$ cat src/rtl/stsc_pkg.sv
`timescale 1ns / 1ps
`default_nettype none

package stsc_pkg;

  localparam int KW_NUM      = 7;
  localparam int KW_TRUE_IDX = 4;
  localparam logic [KW_NUM-1:0] KW_ALL = '1;

  localparam logic [2:0] MODE_IDLE  = 3'd0;
  localparam logic [2:0] MODE_INT   = 3'd1;
  localparam logic [2:0] MODE_DOT   = 3'd2;
  localparam logic [2:0] MODE_FLOAT = 3'd3;
  localparam logic [2:0] MODE_STR   = 3'd4;
  localparam logic [2:0] MODE_WORD  = 3'd5;

  localparam logic [4:0] KIND_END      = 5'd0;
  localparam logic [4:0] KIND_INT      = 5'd1;
  localparam logic [4:0] KIND_FLOAT    = 5'd2;
  localparam logic [4:0] KIND_STR      = 5'd3;
  localparam logic [4:0] KIND_IDENT    = 5'd4;
  localparam logic [4:0] KIND_KW_INT   = 5'd5;
  localparam logic [4:0] KIND_KW_FLOAT = 5'd6;
  localparam logic [4:0] KIND_KW_STR   = 5'd7;
  localparam logic [4:0] KIND_KW_BOOL  = 5'd8;
  localparam logic [4:0] KIND_KW_BVAL  = 5'd9;
  localparam logic [4:0] KIND_KW_SAY   = 5'd10;
  localparam logic [4:0] KIND_SYM_BASE = 5'd11;

  localparam logic [7:0] KW_TEXT [0:KW_NUM-1][0:7] = '{
    '{"i", "n", "t", 8'h00, 8'h00, 8'h00, 8'h00, 8'h00},
    '{"f", "l", "o", "a", "t", 8'h00, 8'h00, 8'h00},
    '{"s", "t", "r", "i", "n", "g", 8'h00, 8'h00},
    '{"b", "o", "o", "l", 8'h00, 8'h00, 8'h00, 8'h00},
    '{"t", "r", "u", "e", 8'h00, 8'h00, 8'h00, 8'h00},
    '{"f", "a", "l", "s", "e", 8'h00, 8'h00, 8'h00},
    '{"S", "A", "Y", 8'h00, 8'h00, 8'h00, 8'h00, 8'h00}
  };
  localparam logic [2:0] KW_LEN [0:KW_NUM-1] = '{3'd3, 3'd5, 3'd6, 3'd4, 3'd4, 3'd5, 3'd3};
  localparam logic [4:0] KW_KIND [0:KW_NUM-1] = '{
    KIND_KW_INT, KIND_KW_FLOAT, KIND_KW_STR, KIND_KW_BOOL, KIND_KW_BVAL, KIND_KW_BVAL,
    KIND_KW_SAY
  };

  typedef struct packed {
    logic       is_digit;
    logic       is_alpha;
    logic       is_under;
    logic       is_space;
    logic       is_quote;
    logic       is_dot;
    logic       is_sym;
    logic [3:0] sym_idx;
  } stsc_class_t;

  typedef struct packed {
    logic [4:0]  kind;
    logic [15:0] start;
    logic [15:0] length;
    logic        bval;
    logic        ovf;
  } stsc_tok_t;

  typedef struct packed {
    logic [4:0] kind;
    logic       bval;
  } stsc_kw_res_t;

  // keywords whose character at idx equals c
  function automatic logic [KW_NUM-1:0] kw_hit(input logic [7:0] c, input logic [2:0] idx);
    logic [KW_NUM-1:0] hit;
    hit = '0;
    for (int k = 0; k < KW_NUM; k++) begin
      hit[k] = (idx < KW_LEN[k]) && (KW_TEXT[k][idx] == c);
    end
    return hit;
  endfunction

  // later keywords take precedence
  function automatic stsc_kw_res_t kw_resolve(input logic [KW_NUM-1:0] cand,
                                              input logic [2:0] len3);
    stsc_kw_res_t r;
    r.kind = KIND_IDENT;
    r.bval = 1'b0;
    for (int k = 0; k < KW_NUM; k++) begin
      if (cand[k] && (len3 == KW_LEN[k])) begin
        r.kind = KW_KIND[k];
        r.bval = (k == KW_TRUE_IDX);
      end
    end
    return r;
  endfunction

endpackage

`default_nettype wire

$ cat src/rtl/stsc_front.sv
`timescale 1ns / 1ps
`default_nettype none

module stsc_front #(
  parameter int POSITION_BITS = 16
) (
  input  wire logic                     clk,
  input  wire logic                     rst_n,
  input  wire logic [7:0]               in_char_byte,
  input  wire logic                     in_final_byte,
  input  wire logic                     accept,
  output stsc_pkg::stsc_class_t         cls,
  output logic      [POSITION_BITS-1:0] pos,
  output logic      [POSITION_BITS-1:0] pos_next,
  output logic                          sat_old,
  output logic                          sat_new
);
  import stsc_pkg::*;

  localparam logic [POSITION_BITS-1:0] POS_MAX = '1;
  localparam logic [POSITION_BITS-1:0] POS_ONE = POSITION_BITS'(1);

  logic [POSITION_BITS-1:0] pos_r, pos_nxt;
  logic                     sat_r, sat_nxt;
  logic                     at_max;

  assign at_max   = (pos_r == POS_MAX);
  assign pos      = pos_r;
  assign pos_next = at_max ? POS_MAX : pos_r + POS_ONE;
  assign sat_old  = sat_r;
  assign sat_new  = sat_r | at_max;

  always_comb begin
    pos_nxt = pos_r;
    sat_nxt = sat_r;
    if (accept) begin
      pos_nxt = in_final_byte ? '0 : pos_next;
      sat_nxt = in_final_byte ? 1'b0 : sat_new;
    end
  end

  always_ff @(posedge clk) begin
    if (!rst_n) begin
      pos_r <= '0;
      sat_r <= 1'b0;
    end else begin
      pos_r <= pos_nxt;
      sat_r <= sat_nxt;
    end
  end

  // byte classes
  always_comb begin
    cls          = '0;
    cls.is_digit = (in_char_byte >= "0") && (in_char_byte <= "9");
    cls.is_alpha = ((in_char_byte >= "a") && (in_char_byte <= "z")) ||
                   ((in_char_byte >= "A") && (in_char_byte <= "Z"));
    cls.is_under = (in_char_byte == "_");
    cls.is_space = (in_char_byte == " ") || (in_char_byte == 8'h0A) ||
                   (in_char_byte == 8'h09) || (in_char_byte == 8'h0D);
    cls.is_quote = (in_char_byte == 8'h22);
    cls.is_dot   = (in_char_byte == ".");
    cls.is_sym   = 1'b1;
    unique case (in_char_byte)
      "+":     cls.sym_idx = 4'd0;
      "-":     cls.sym_idx = 4'd1;
      "*":     cls.sym_idx = 4'd2;
      "/":     cls.sym_idx = 4'd3;
      "=":     cls.sym_idx = 4'd4;
      "(":     cls.sym_idx = 4'd5;
      ")":     cls.sym_idx = 4'd6;
      ",":     cls.sym_idx = 4'd7;
      ";":     cls.sym_idx = 4'd8;
      default: cls.is_sym  = 1'b0;
    endcase
  end

endmodule

`default_nettype wire

$ cat src/rtl/stsc_queue.sv
`timescale 1ns / 1ps
`default_nettype none

module stsc_queue #(
  parameter int WIDTH = 8,
  parameter int DEPTH = 2
) (
  input  wire logic             clk,
  input  wire logic             rst_n,
  input  wire logic             wr_en,
  input  wire logic [WIDTH-1:0] wr_data,
  output logic                  full,
  input  wire logic             rd_en,
  output logic                  rd_valid,
  output logic      [WIDTH-1:0] rd_data
);

  localparam int AW = (DEPTH > 1) ? $clog2(DEPTH) : 1;
  localparam int CW = $clog2(DEPTH + 1);
  localparam logic [AW-1:0] PTR_LAST = AW'(DEPTH - 1);
  localparam logic [CW-1:0] CNT_FULL = CW'(DEPTH);

  logic [WIDTH-1:0] mem_r [DEPTH];
  logic [AW-1:0]    wr_ptr_r, wr_ptr_nxt;
  logic [AW-1:0]    rd_ptr_r, rd_ptr_nxt;
  logic [CW-1:0]    cnt_r, cnt_nxt;

  assign full     = (cnt_r == CNT_FULL);
  assign rd_valid = (cnt_r != '0);
  assign rd_data  = mem_r[rd_ptr_r];

  always_comb begin
    wr_ptr_nxt = wr_ptr_r;
    rd_ptr_nxt = rd_ptr_r;
    cnt_nxt    = cnt_r;
    if (wr_en) begin
      wr_ptr_nxt = (wr_ptr_r == PTR_LAST) ? '0 : wr_ptr_r + AW'(1);
    end
    if (rd_en) begin
      rd_ptr_nxt = (rd_ptr_r == PTR_LAST) ? '0 : rd_ptr_r + AW'(1);
    end
    if (wr_en && !rd_en) begin
      cnt_nxt = cnt_r + CW'(1);
    end else if (!wr_en && rd_en) begin
      cnt_nxt = cnt_r - CW'(1);
    end
  end

  always_ff @(posedge clk) begin
    if (!rst_n) begin
      wr_ptr_r <= '0;
      rd_ptr_r <= '0;
      cnt_r    <= '0;
    end else begin
      wr_ptr_r <= wr_ptr_nxt;
      rd_ptr_r <= rd_ptr_nxt;
      cnt_r    <= cnt_nxt;
    end
  end

  always_ff @(posedge clk) begin
    if (wr_en) begin
      mem_r[wr_ptr_r] <= wr_data;
    end
  end

endmodule

`default_nettype wire

$ cat src/rtl/stsc_back.sv
`timescale 1ns / 1ps
`default_nettype none

module stsc_back #(
  parameter int POSITION_BITS = 16
) (
  input  wire logic                     clk,
  input  wire logic                     rst_n,
  input  wire logic                     head_valid,
  input  wire logic [7:0]               head_char,
  input  wire logic                     head_fin,
  input  wire stsc_pkg::stsc_class_t    head_cls,
  input  wire logic [POSITION_BITS-1:0] head_pos,
  input  wire logic [POSITION_BITS-1:0] head_pos_next,
  input  wire logic                     head_sat_old,
  input  wire logic                     head_sat_new,
  output logic                          head_pop,
  output stsc_pkg::stsc_tok_t           out_tok,
  output logic                          out_run_end,
  output logic                          out_valid,
  input  wire logic                     out_take
);
  import stsc_pkg::*;

  localparam logic [POSITION_BITS-1:0] POS_MAX = '1;
  localparam logic [POSITION_BITS-1:0] POS_ONE = POSITION_BITS'(1);
  localparam logic [POSITION_BITS-1:0] POS_SEVEN = POSITION_BITS'(7);

  function automatic logic [15:0] to16(input logic [POSITION_BITS-1:0] v);
    logic [31:0] w;
    w = 32'(v);
    return w[15:0];
  endfunction

  function automatic logic [2:0] small3(input logic [POSITION_BITS-1:0] v);
    return (v < POS_SEVEN) ? v[2:0] : 3'd7;
  endfunction

  logic [2:0]               mode_r, mode_nxt;
  logic [POSITION_BITS-1:0] begin_r, begin_nxt;
  logic [KW_NUM-1:0]        cand_r, cand_nxt;
  logic [3:0]               done_r, done_nxt;
  logic                     out_valid_r, out_valid_nxt;
  stsc_tok_t                out_tok_r;
  logic                     out_run_end_r;

  logic [2:0]               mode1;
  logic [POSITION_BITS-1:0] begin1;
  logic [KW_NUM-1:0]        cand1;
  logic                     fresh;
  logic [POSITION_BITS-1:0] span_p, dspan_p, span_e, dspan_e;
  stsc_kw_res_t             kw_a, kw_c;
  stsc_tok_t                tok_a, tok_b, tok_c, tok_d, tok_sel;
  logic [3:0]               slot_v, rem, sel;
  logic                     has_tok, last_tok, out_can, emit, take_i;

  assign span_p  = (head_pos >= begin_r) ? head_pos - begin_r : '0;
  assign dspan_p = (head_pos > begin_r) ? head_pos - begin_r - POS_ONE : '0;

  // scan step for the head byte; slots a..d in output order
  always_comb begin
    mode1  = mode_r;
    begin1 = begin_r;
    cand1  = cand_r;
    fresh  = 1'b0;
    slot_v = '0;
    kw_a   = kw_resolve(cand_r, small3(span_p));
    tok_a  = '{kind: KIND_INT, start: to16(begin_r), length: to16(span_p),
               bval: 1'b0, ovf: head_sat_old};
    tok_b  = '{kind: KIND_SYM_BASE + 5'(head_cls.sym_idx), start: to16(head_pos),
               length: 16'd1, bval: 1'b0, ovf: head_sat_old};

    unique case (mode_r)
      MODE_INT: begin
        if (head_cls.is_dot) begin
          mode1 = MODE_DOT;
        end else if (!head_cls.is_digit) begin
          slot_v[0] = 1'b1;
          fresh     = 1'b1;
        end
      end
      MODE_DOT: begin
        if (head_cls.is_digit) begin
          mode1 = MODE_FLOAT;
        end else begin
          slot_v[0]    = 1'b1;
          tok_a.length = to16(dspan_p);
          fresh        = 1'b1;
        end
      end
      MODE_FLOAT: begin
        if (!head_cls.is_digit) begin
          slot_v[0]  = 1'b1;
          tok_a.kind = KIND_FLOAT;
          fresh      = 1'b1;
        end
      end
      MODE_WORD: begin
        if (head_cls.is_alpha || head_cls.is_digit || head_cls.is_under) begin
          cand1 = cand_r & kw_hit(head_char, small3(span_p));
        end else begin
          slot_v[0]  = 1'b1;
          tok_a.kind = kw_a.kind;
          tok_a.bval = kw_a.bval;
          fresh      = 1'b1;
        end
      end
      MODE_STR: begin
        if (head_cls.is_quote) begin
          slot_v[0]  = 1'b1;
          tok_a.kind = KIND_STR;
          mode1      = MODE_IDLE;
        end
      end
      default: fresh = 1'b1;
    endcase

    if (fresh) begin
      mode1 = MODE_IDLE;
      priority if (head_cls.is_quote) begin
        begin1 = (head_pos == POS_MAX) ? POS_MAX : head_pos + POS_ONE;
        mode1  = MODE_STR;
      end else if (head_cls.is_digit) begin
        begin1 = head_pos;
        mode1  = MODE_INT;
      end else if (head_cls.is_alpha || head_cls.is_under) begin
        begin1 = head_pos;
        cand1  = KW_ALL & kw_hit(head_char, 3'd0);
        mode1  = MODE_WORD;
      end else if (head_cls.is_sym) begin
        slot_v[1] = 1'b1;
      end
    end

    span_e  = (head_pos_next >= begin1) ? head_pos_next - begin1 : '0;
    dspan_e = (head_pos_next > begin1) ? head_pos_next - begin1 - POS_ONE : '0;
    kw_c    = kw_resolve(cand1, small3(span_e));
    tok_c   = '{kind: KIND_INT, start: to16(begin1), length: to16(span_e),
                bval: 1'b0, ovf: head_sat_new};
    unique case (mode1)
      MODE_DOT:   tok_c.length = to16(dspan_e);
      MODE_FLOAT: tok_c.kind   = KIND_FLOAT;
      MODE_STR:   tok_c.kind   = KIND_STR;
      MODE_WORD: begin
        tok_c.kind = kw_c.kind;
        tok_c.bval = kw_c.bval;
      end
      default: tok_c.kind = KIND_INT;
    endcase
    slot_v[2] = head_fin && (mode1 != MODE_IDLE);
    slot_v[3] = head_fin;
    tok_d     = '{kind: KIND_END, start: to16(head_pos_next), length: 16'd0,
                  bval: 1'b0, ovf: head_sat_new};
  end

  assign rem      = slot_v & ~done_r;
  assign sel      = rem & (~rem + 4'd1);
  assign has_tok  = (rem != 4'd0);
  assign last_tok = ((rem & ~sel) == 4'd0);
  assign take_i   = out_take && out_valid_r;
  assign out_can  = !out_valid_r || take_i;
  assign emit     = head_valid && has_tok && out_can;
  assign head_pop = head_valid && (!has_tok || (out_can && last_tok));

  always_comb begin
    priority if (sel[0]) begin
      tok_sel = tok_a;
    end else if (sel[1]) begin
      tok_sel = tok_b;
    end else if (sel[2]) begin
      tok_sel = tok_c;
    end else begin
      tok_sel = tok_d;
    end
  end

  always_comb begin
    mode_nxt      = mode_r;
    begin_nxt     = begin_r;
    cand_nxt      = cand_r;
    done_nxt      = done_r;
    out_valid_nxt = out_valid_r;
    if (take_i) begin
      out_valid_nxt = 1'b0;
    end
    if (emit) begin
      out_valid_nxt = 1'b1;
      done_nxt      = done_r | sel;
    end
    if (head_pop) begin
      done_nxt = '0;
      if (head_fin) begin
        mode_nxt  = MODE_IDLE;
        begin_nxt = '0;
        cand_nxt  = KW_ALL;
      end else begin
        mode_nxt  = mode1;
        begin_nxt = begin1;
        cand_nxt  = cand1;
      end
    end
  end

  always_ff @(posedge clk) begin
    if (!rst_n) begin
      mode_r      <= MODE_IDLE;
      begin_r     <= '0;
      cand_r      <= KW_ALL;
      done_r      <= '0;
      out_valid_r <= 1'b0;
    end else begin
      mode_r      <= mode_nxt;
      begin_r     <= begin_nxt;
      cand_r      <= cand_nxt;
      done_r      <= done_nxt;
      out_valid_r <= out_valid_nxt;
    end
  end

  always_ff @(posedge clk) begin
    if (emit) begin
      out_tok_r     <= tok_sel;
      out_run_end_r <= last_tok;
    end
  end

  assign out_tok     = out_tok_r;
  assign out_run_end = out_run_end_r;
  assign out_valid   = out_valid_r;

  a_end_closes_run: assert property (@(posedge clk) disable iff (!rst_n)
    out_valid_r && (out_tok_r.kind == KIND_END) |-> out_run_end_r)
    else $error("end token without run_end");

  a_final_resets_scan: assert property (@(posedge clk) disable iff (!rst_n)
    head_pop && head_fin |=> (mode_r == MODE_IDLE) && (cand_r == KW_ALL))
    else $error("scan state not cleared after final byte");

  a_done_within_slots: assert property (@(posedge clk) disable iff (!rst_n)
    head_valid |-> ((done_r & ~slot_v) == 4'd0))
    else $error("sent mask outside token slots");

  a_at_most_three: assert property (@(posedge clk) disable iff (!rst_n)
    head_valid |-> ($countones(slot_v) <= 3))
    else $error("more than three tokens for one byte");

endmodule

`default_nettype wire

$ cat src/rtl/script_token_scanner_core.sv
// script_token_scanner_core: byte-serial scanner for a small scripting language.
// Input channel: present in_char_byte / in_final_byte with push; a byte is taken
// at a rising edge with push high and full low. Mark the last byte of a text
// with in_final_byte; the offsets then restart at 0 for the next text.
// Result channel: while empty is low, the oldest token is on the out_ ports;
// assert pop to take it. out_run_end marks the last token of one byte.
// A byte is written into the queue; its first token then goes into the output register.
// Throughput: one byte per cycle while each byte gives at most one token and the
// receiver pops every token; a byte that gives several tokens holds the token stage
// until each has gone, since the single output register takes one token per cycle.
// Bytes that give no token retire without waiting on the output register.
// A two-entry queue sits between the classifier and the token stage, and the
// output register frees on the same edge it is popped, so a stalled receiver
// only fills the queue and then raises full; nothing is lost.
// Reset (rst_n low, synchronous) empties queue and output and returns the
// scanner to its start state at offset 0.
`timescale 1ns / 1ps
`default_nettype none

module script_token_scanner_core #(
  parameter int POSITION_BITS = 16,
  parameter int QUEUE_DEPTH   = 2
) (
  input  wire logic        clk,
  input  wire logic        rst_n,
  input  wire logic [7:0]  in_char_byte,
  input  wire logic        in_final_byte,
  input  wire logic        push,
  output logic             full,
  output logic [4:0]       out_token_kind,
  output logic [15:0]      out_text_start,
  output logic [15:0]      out_text_length,
  output logic             out_bool_value,
  output logic             out_overflow,
  output logic             out_run_end,
  output logic             empty,
  input  wire logic        pop
);
  import stsc_pkg::*;

  localparam int QW = 2 * POSITION_BITS + 2 + 1 + 8 + $bits(stsc_class_t);

  logic                     accept;
  stsc_class_t              f_cls, h_cls;
  logic [POSITION_BITS-1:0] f_pos, f_pos_next, h_pos, h_pos_next;
  logic                     f_sat_old, f_sat_new, h_sat_old, h_sat_new;
  logic [7:0]               h_char;
  logic                     h_fin;
  logic [QW-1:0]            q_wr, q_rd;
  logic                     q_valid, q_pop;
  stsc_tok_t                tok;
  logic                     out_valid;

  assign accept = push && !full;

  stsc_front #(
    .POSITION_BITS(POSITION_BITS)
  ) u_front (
    .clk          (clk),
    .rst_n        (rst_n),
    .in_char_byte (in_char_byte),
    .in_final_byte(in_final_byte),
    .accept       (accept),
    .cls          (f_cls),
    .pos          (f_pos),
    .pos_next     (f_pos_next),
    .sat_old      (f_sat_old),
    .sat_new      (f_sat_new)
  );

  assign q_wr = {f_pos, f_pos_next, f_sat_old, f_sat_new, in_final_byte, in_char_byte, f_cls};
  assign {h_pos, h_pos_next, h_sat_old, h_sat_new, h_fin, h_char, h_cls} = q_rd;

  stsc_queue #(
    .WIDTH(QW),
    .DEPTH(QUEUE_DEPTH)
  ) u_queue (
    .clk     (clk),
    .rst_n   (rst_n),
    .wr_en   (accept),
    .wr_data (q_wr),
    .full    (full),
    .rd_en   (q_pop),
    .rd_valid(q_valid),
    .rd_data (q_rd)
  );

  stsc_back #(
    .POSITION_BITS(POSITION_BITS)
  ) u_back (
    .clk          (clk),
    .rst_n        (rst_n),
    .head_valid   (q_valid),
    .head_char    (h_char),
    .head_fin     (h_fin),
    .head_cls     (h_cls),
    .head_pos     (h_pos),
    .head_pos_next(h_pos_next),
    .head_sat_old (h_sat_old),
    .head_sat_new (h_sat_new),
    .head_pop     (q_pop),
    .out_tok      (tok),
    .out_run_end  (out_run_end),
    .out_valid    (out_valid),
    .out_take     (pop)
  );

  assign empty           = !out_valid;
  assign out_token_kind  = tok.kind;
  assign out_text_start  = tok.start;
  assign out_text_length = tok.length;
  assign out_bool_value  = tok.bval;
  assign out_overflow    = tok.ovf;

endmodule

`default_nettype wire
$ cat config.mk
export PLATFORM = sky130hd
export DESIGN_NAME = script_token_scanner_core
export DESIGN_NICKNAME = d
export VERILOG_FILES = /design/src/rtl/stsc_pkg.sv /design/src/rtl/stsc_front.sv /design/src/rtl/stsc_queue.sv /design/src/rtl/stsc_back.sv /design/src/rtl/script_token_scanner_core.sv
export SDC_FILE = /design/constraint.sdc
export NUM_CORES = 1
export LEC_CHECK = 0
export BUFFER_PORTS_ARGS = -buffer_cell sky130_fd_sc_hd__buf_2
export CORE_MARGIN = 4
export CORE_UTILIZATION = 34
export CTS_CLUSTER_SIZE = 24
export DETAILED_ROUTE_END_ITERATION = 8
export PLACE_DENSITY = 0.45
export SLEW_MARGIN = 5
export SYNTH_ARGS = -nofsm -noshare
export SYNTH_HDL_FRONTEND = slang
export SYNTH_HIERARCHICAL = 1
export SYNTH_SLANG_ARGS = --single-unit
$ cat constraint.sdc
create_clock -name clk -period 7.4 [get_ports clk]
set_input_delay 0.74 -clock clk [delete_from_list [all_inputs] [get_ports clk]]
set_output_delay 0.74 -clock clk [all_outputs]
set_load 0.01 [all_outputs]
Yosys cells after proc, flatten, opt, wreduce, memory -nomap -nowiden
Memory sizes are Yosys's and may differ from the RTL's. A register that Yosys moved wholly into a read port is not among the register bits. Cells that the tools add are included. Widths: inputs -> output; s select.

Flip-flop bits (word level): 92. Memory bits (writable): 108. Bits in read-only memories: 448. Output and inout bits: 42. Memories kept: 8.

Memories: u_queue.mem_r (depth 2, width 54, read ports 1, clocked after memory_dff 1, write ports 1, line stsc_queue.sv:23) `logic [WIDTH-1:0] mem_r [DEPTH];`; (no name shown) (depth 8, width 8, read ports 1, clocked after memory_dff 0, write ports 0, line stsc_pkg.sv:74) `hit[k] = (idx < KW_LEN[k]) && (KW_TEXT[k][idx] == c);`; (no name shown) (depth 8, width 8, read ports 1, clocked after memory_dff 0, write ports 0, line stsc_pkg.sv:74); (no name shown) (depth 8, width 8, read ports 1, clocked after memory_dff 0, write ports 0, line stsc_pkg.sv:74); (no name shown) (depth 8, width 8, read ports 1, clocked after memory_dff 0, write ports 0, line stsc_pkg.sv:74); (no name shown) (depth 8, width 8, read ports 1, clocked after memory_dff 0, write ports 0, line stsc_pkg.sv:74); 2 more memories.

Add/subtract/negate cells: 12. Order comparisons: 17. Equal/unequal tests: 49. Multiplexer cells: 96. Bitwise gates (word level): 11. Reductions and logical operators: 56.

Operators with widths (number): $mux 16 (15); $mux 8 (14); $eq 8x6->1 const B (12); $mux 39 (2); $eq 8x8->1 (7); $mux 7 (7); $eq 7x8->1 const A (6); $mux 38 (1); $mux 3 (12); $mux 6 (6); $logic_and 1x1->1 (33); $add 16x1->16 const B (2); $eq 16x16->1 const B (2); $ge 16x16->1 (2); $gt 16x16->1 (2); $lt 16x3->1 const B (2); $pmux 4 s8 (1); $sub 16x1->16 const B (2); $sub 16x16->16 (2); $eq 3x3->1 const B (10); $mux 5 (5); $eq 8x4->1 const B (3); $mux 1 (22); $eq 3x2->1 const B (6); 35 further kinds (65).

Depth between registers and ports, before layout
Word-level depth: 29. Gate-level depth with buffers: 29. Depth with buffers taken out: 26.

Cells and area by module
The synthesis kept the hierarchy.

By module, submodules not included: stsc_back (times used 1, cells an instance 1127, area an instance 8135.3 um^2, sequential area each 1821.7 um^2); stsc_queue (times used 1, cells an instance 190, area an instance 4134.0 um^2, sequential area each 3343.2 um^2); stsc_front (times used 1, cells an instance 203, area an instance 1458.9 um^2, sequential area each 340.3 um^2); script_token_scanner_core (times used 1, cells an instance 2, area an instance 17.5 um^2, sequential area each 0.0 um^2).

Least setup slack after synthesis
Ideal clock, no wire load.

Path kind: register to register. From: register with a tool-made name. To: register u_back.out_tok_r (netlist bit u_back/out_tok[36]), data pin. Setup time: 261 ps. Arrival: 5826 ps. Data required time: 7139 ps. Path slack: 1313 ps. Cell stages (with the launch flop): 25. Period minus slack after synthesis: 6087 ps. Cell sequence: dfxtp_1 -> buf_2 -> mux2_2 -> ha_1 -> and4_1 -> and4_1 -> nand3_1 -> o21ai_0 -> nor2_1 -> clkbuf_1 -> nand2_1 -> o221ai_1 -> ha_1 -> a21oi_1 -> nand2_1 -> a221o_1 -> or3_1 -> and2_1 -> o221ai_1 -> nand3_1 -> nor4_1 -> nand3_1 -> a311oi_2 -> nor2_1 -> a221o_1.

RTL lines: to (signal assigned) (line stsc_back.sv:222) `out_tok_r <= tok_sel;`; to (decl) (line stsc_back.sv:44) `stsc_tok_t out_tok_r;`.

==> results_dict.tcl <==
set metrics [dict create \
    drt_iter0_drc 1039 \
    clk_pin_slew_ns 0.08 \
    drt_first_pass_iters 7 \
    end_kind "flop" \
    finClkSkew_ns 0.0132 \
    vias_per_cell 5.82 \
    setup_tns_ns 0 \
    worst_slack_ns 0.581 \
    fillerInstances 4068 \
    whs_ns 0.481 \
    hold_class "flop to flop" \
    initial_core_util_pct 34.3 \
    post-place-ws_ns 0.646 \
    post-cts-setup-buffer-count 0 \
    track_usage_pct 20.1 \
    place.detailed.hpwl_mm 33.3 \
    maxCapViolations 0 \
    holdPathEnd "u_back/done_r[2]$_SDFFE_PP0P_" \
    leakage_nw 5.41 \
    clk_latency_ns 0.45 \
    ios 55 \
    synth.avg_cell_area_sq_um 9.01 \
    cts_resized 0 \
    die_height_microns 208 \
    fmax_mhz 147 \
    cts_root_buffer "clkbuf_16" \
    final_nets 1589 \
    timing_worst_setup_path_type "flop to flop" \
    cts_made_buffers 17 \
    rrSetupSlack_ns 0.58 \
    syn_area_sq_um 13600 \
    grt_pass1_vias 11300 \
    worstPathRequired_ns 7.70 \
    drive_above_1_share_pct 14.3 \
    cts_tree "built" \
    n_antenna_cell 0 \
    utilization_pct 37.8 \
    via_count 12000 \
    worstMarginPinSlew_ns 1.01 \
    irDropWorstVdd_mv 0.185 \
    grt_max_degree 54 \
    cts-htree-levels 4 \
    finalHoldViolCount 0 \
    arrival_ns 7.11 \
    wl_per_cell_microns 21.7 \
    clock_sinks 199 \
    min_period_ns 6.82 \
    power_density_nw_per_um2 501 \
    setup.worst_path.start_class "flop" \
    syn_nets 1572 \
    r2r_cells 27 \
    hold_start "u_back/done_r[2]$_SDFFE_PP0P_" \
    ys_warn_count 6 \
    antenna_found_initial 0 \
    r2r-end "u_back/out_tok[34]$_DFFE_PP_" \
    cp_max_fo 18 \
    clk_path_buf_depth 2 \
    syn_to_final_growth_pct 10.2 \
    rows 73 \
    slew_headroom_pct 32.1 \
    grt-ovfl-total 0 \
    slew_violations 0 \
    rsz0062_at_grt "false" \
    grt_pass1_wl_mm 69.1 \
    outcome "complete, no violations" \
    finalWeightedCongestion 0.867 \
    dieArea_sq_um 43400 \
    io_buffers 54 \
    period_share_pct 92.1 \
    die_w_microns 208 \
    min_path_cells 2 \
    ant_nets 0 \
    core_sq_um 39700 \
    drc 0 \
    hold_buffers 0 \
    setup_viol 0 \
    wirelength_mm 45.0 \
    syn-instance-count 1514 \
]
## how the worst max path moves through the flow
stage | startpoint | end | cells past startpoint
global route | flop | u_back/out_tok[34]$_DFFE_PP_ | 27
CTS | flop | u_back/out_tok[36]$_DFFE_PP_ | 24
finish | flop | u_back/out_tok[34]$_DFFE_PP_ | 27
floorplan | flop | u_back/out_tok[36]$_DFFE_PP_ | 24
global placement | flop | u_back/out_tok[37]$_DFFE_PP_ | 23
detailed placement | flop | u_back/out_tok[36]$_DFFE_PP_ | 24
## cells in the final DEF, fill, tap and decap left out, types with 41 or more instances in the layout
cell type / instances
edfxtp_1: 146
nand2_1: 140
nor2_1: 128
a21oi_1: 104
o21ai_0: 90
inv_1: 67
mux2_2: 56
buf_2: 54
dfxtp_1: 52
nor3_1: 51
nand3_1: 50
ha_1: 43
o22ai_1: 41
## worst max-delay path, stage by stage, from the launching register on
cell	delay, ns
dfxtp_2	0.52
buf_4	0.29
buf_4	0.30
mux2_2	0.46
ha_1	0.46
and3_1	0.23
o21a_1	0.16
a311oi_1	0.22
o21ai_0	0.15
xor2_1	0.39
nor4_1	0.16
a31oi_1	0.47
nor2_1	0.17
inv_1	0.14
ha_1	0.17
buf_4	0.18
nor2_1	0.07
nor3_1	0.15
a31oi_1	0.08
nor2_1	0.12
o221a_2	0.19
o221ai_1	0.11
a311oi_1	0.31
o211ai_1	0.14
o21bai_1	0.22
a31oi_1	0.11
or4b_1	0.52
a31oi_1	0.16
## layout make-up
class | count | area [sq um] | area share (%)
Multi-Input combinational cell | 1158 | 7570 | 50.4
Inverter | 67 | 251 | 1.67
Clock buffer | 18 | 429 | 2.85
Tap cell | 525 | 657 | 4.37
Timing Repair Buffer | 88 | 538 | 3.58
Clock inverter | 14 | 139 | 0.924
Sequential cell | 199 | 5450 | 36.2
## power breakdown
group	total, mW	internal, mW	switching [mW]	leakage, nW
clock network	0.918	0.448	0.470	0.273
logic	5.02	1.72	3.30	3.29
registers	1.61	1.51	0.0951	1.85
## flip-flops by register name, summed over array words and instances, names as in the netlist, named ones only
signal	count
u_front/pos	16
u_back/out_tok	39
u_queue/rd_ptr_r	1
u_back/out_run_end	1
u_back/cand_r	7
u_queue/mem_r	106
u_back/out_valid	1
u_back/done_r	4
u_queue/cnt_r	2
u_back/begin_r	16
u_front/sat_old	1
u_queue/wr_ptr_r	1
u_back/mode_r	3
## metrics by stage
step / instance area (sq um) / power [mW] / std cells
2_1_floorplan: 13600 / 5.02 / 1514
3_3_place_gp: 14500 / 6.60 / 2037
3_5_place_dp: 14500 / 6.56 / 2037
4_1_cts: 15000 / 7.51 / 2069
5_1_grt: 15000 / 8.08 / 2069
6_report: 15000 / 7.54 / 2069
## layer usage
metal  up-vias  wire (microns)  track usage (%)
met5         -               0                0
met4         0             995             5.75
met3        55            1740             2.22
met2       330           20100             31.1
met1      5938           22100             29.8
li1       5725               -                -
No activity file was read; power rests on OpenSTA's default activity.
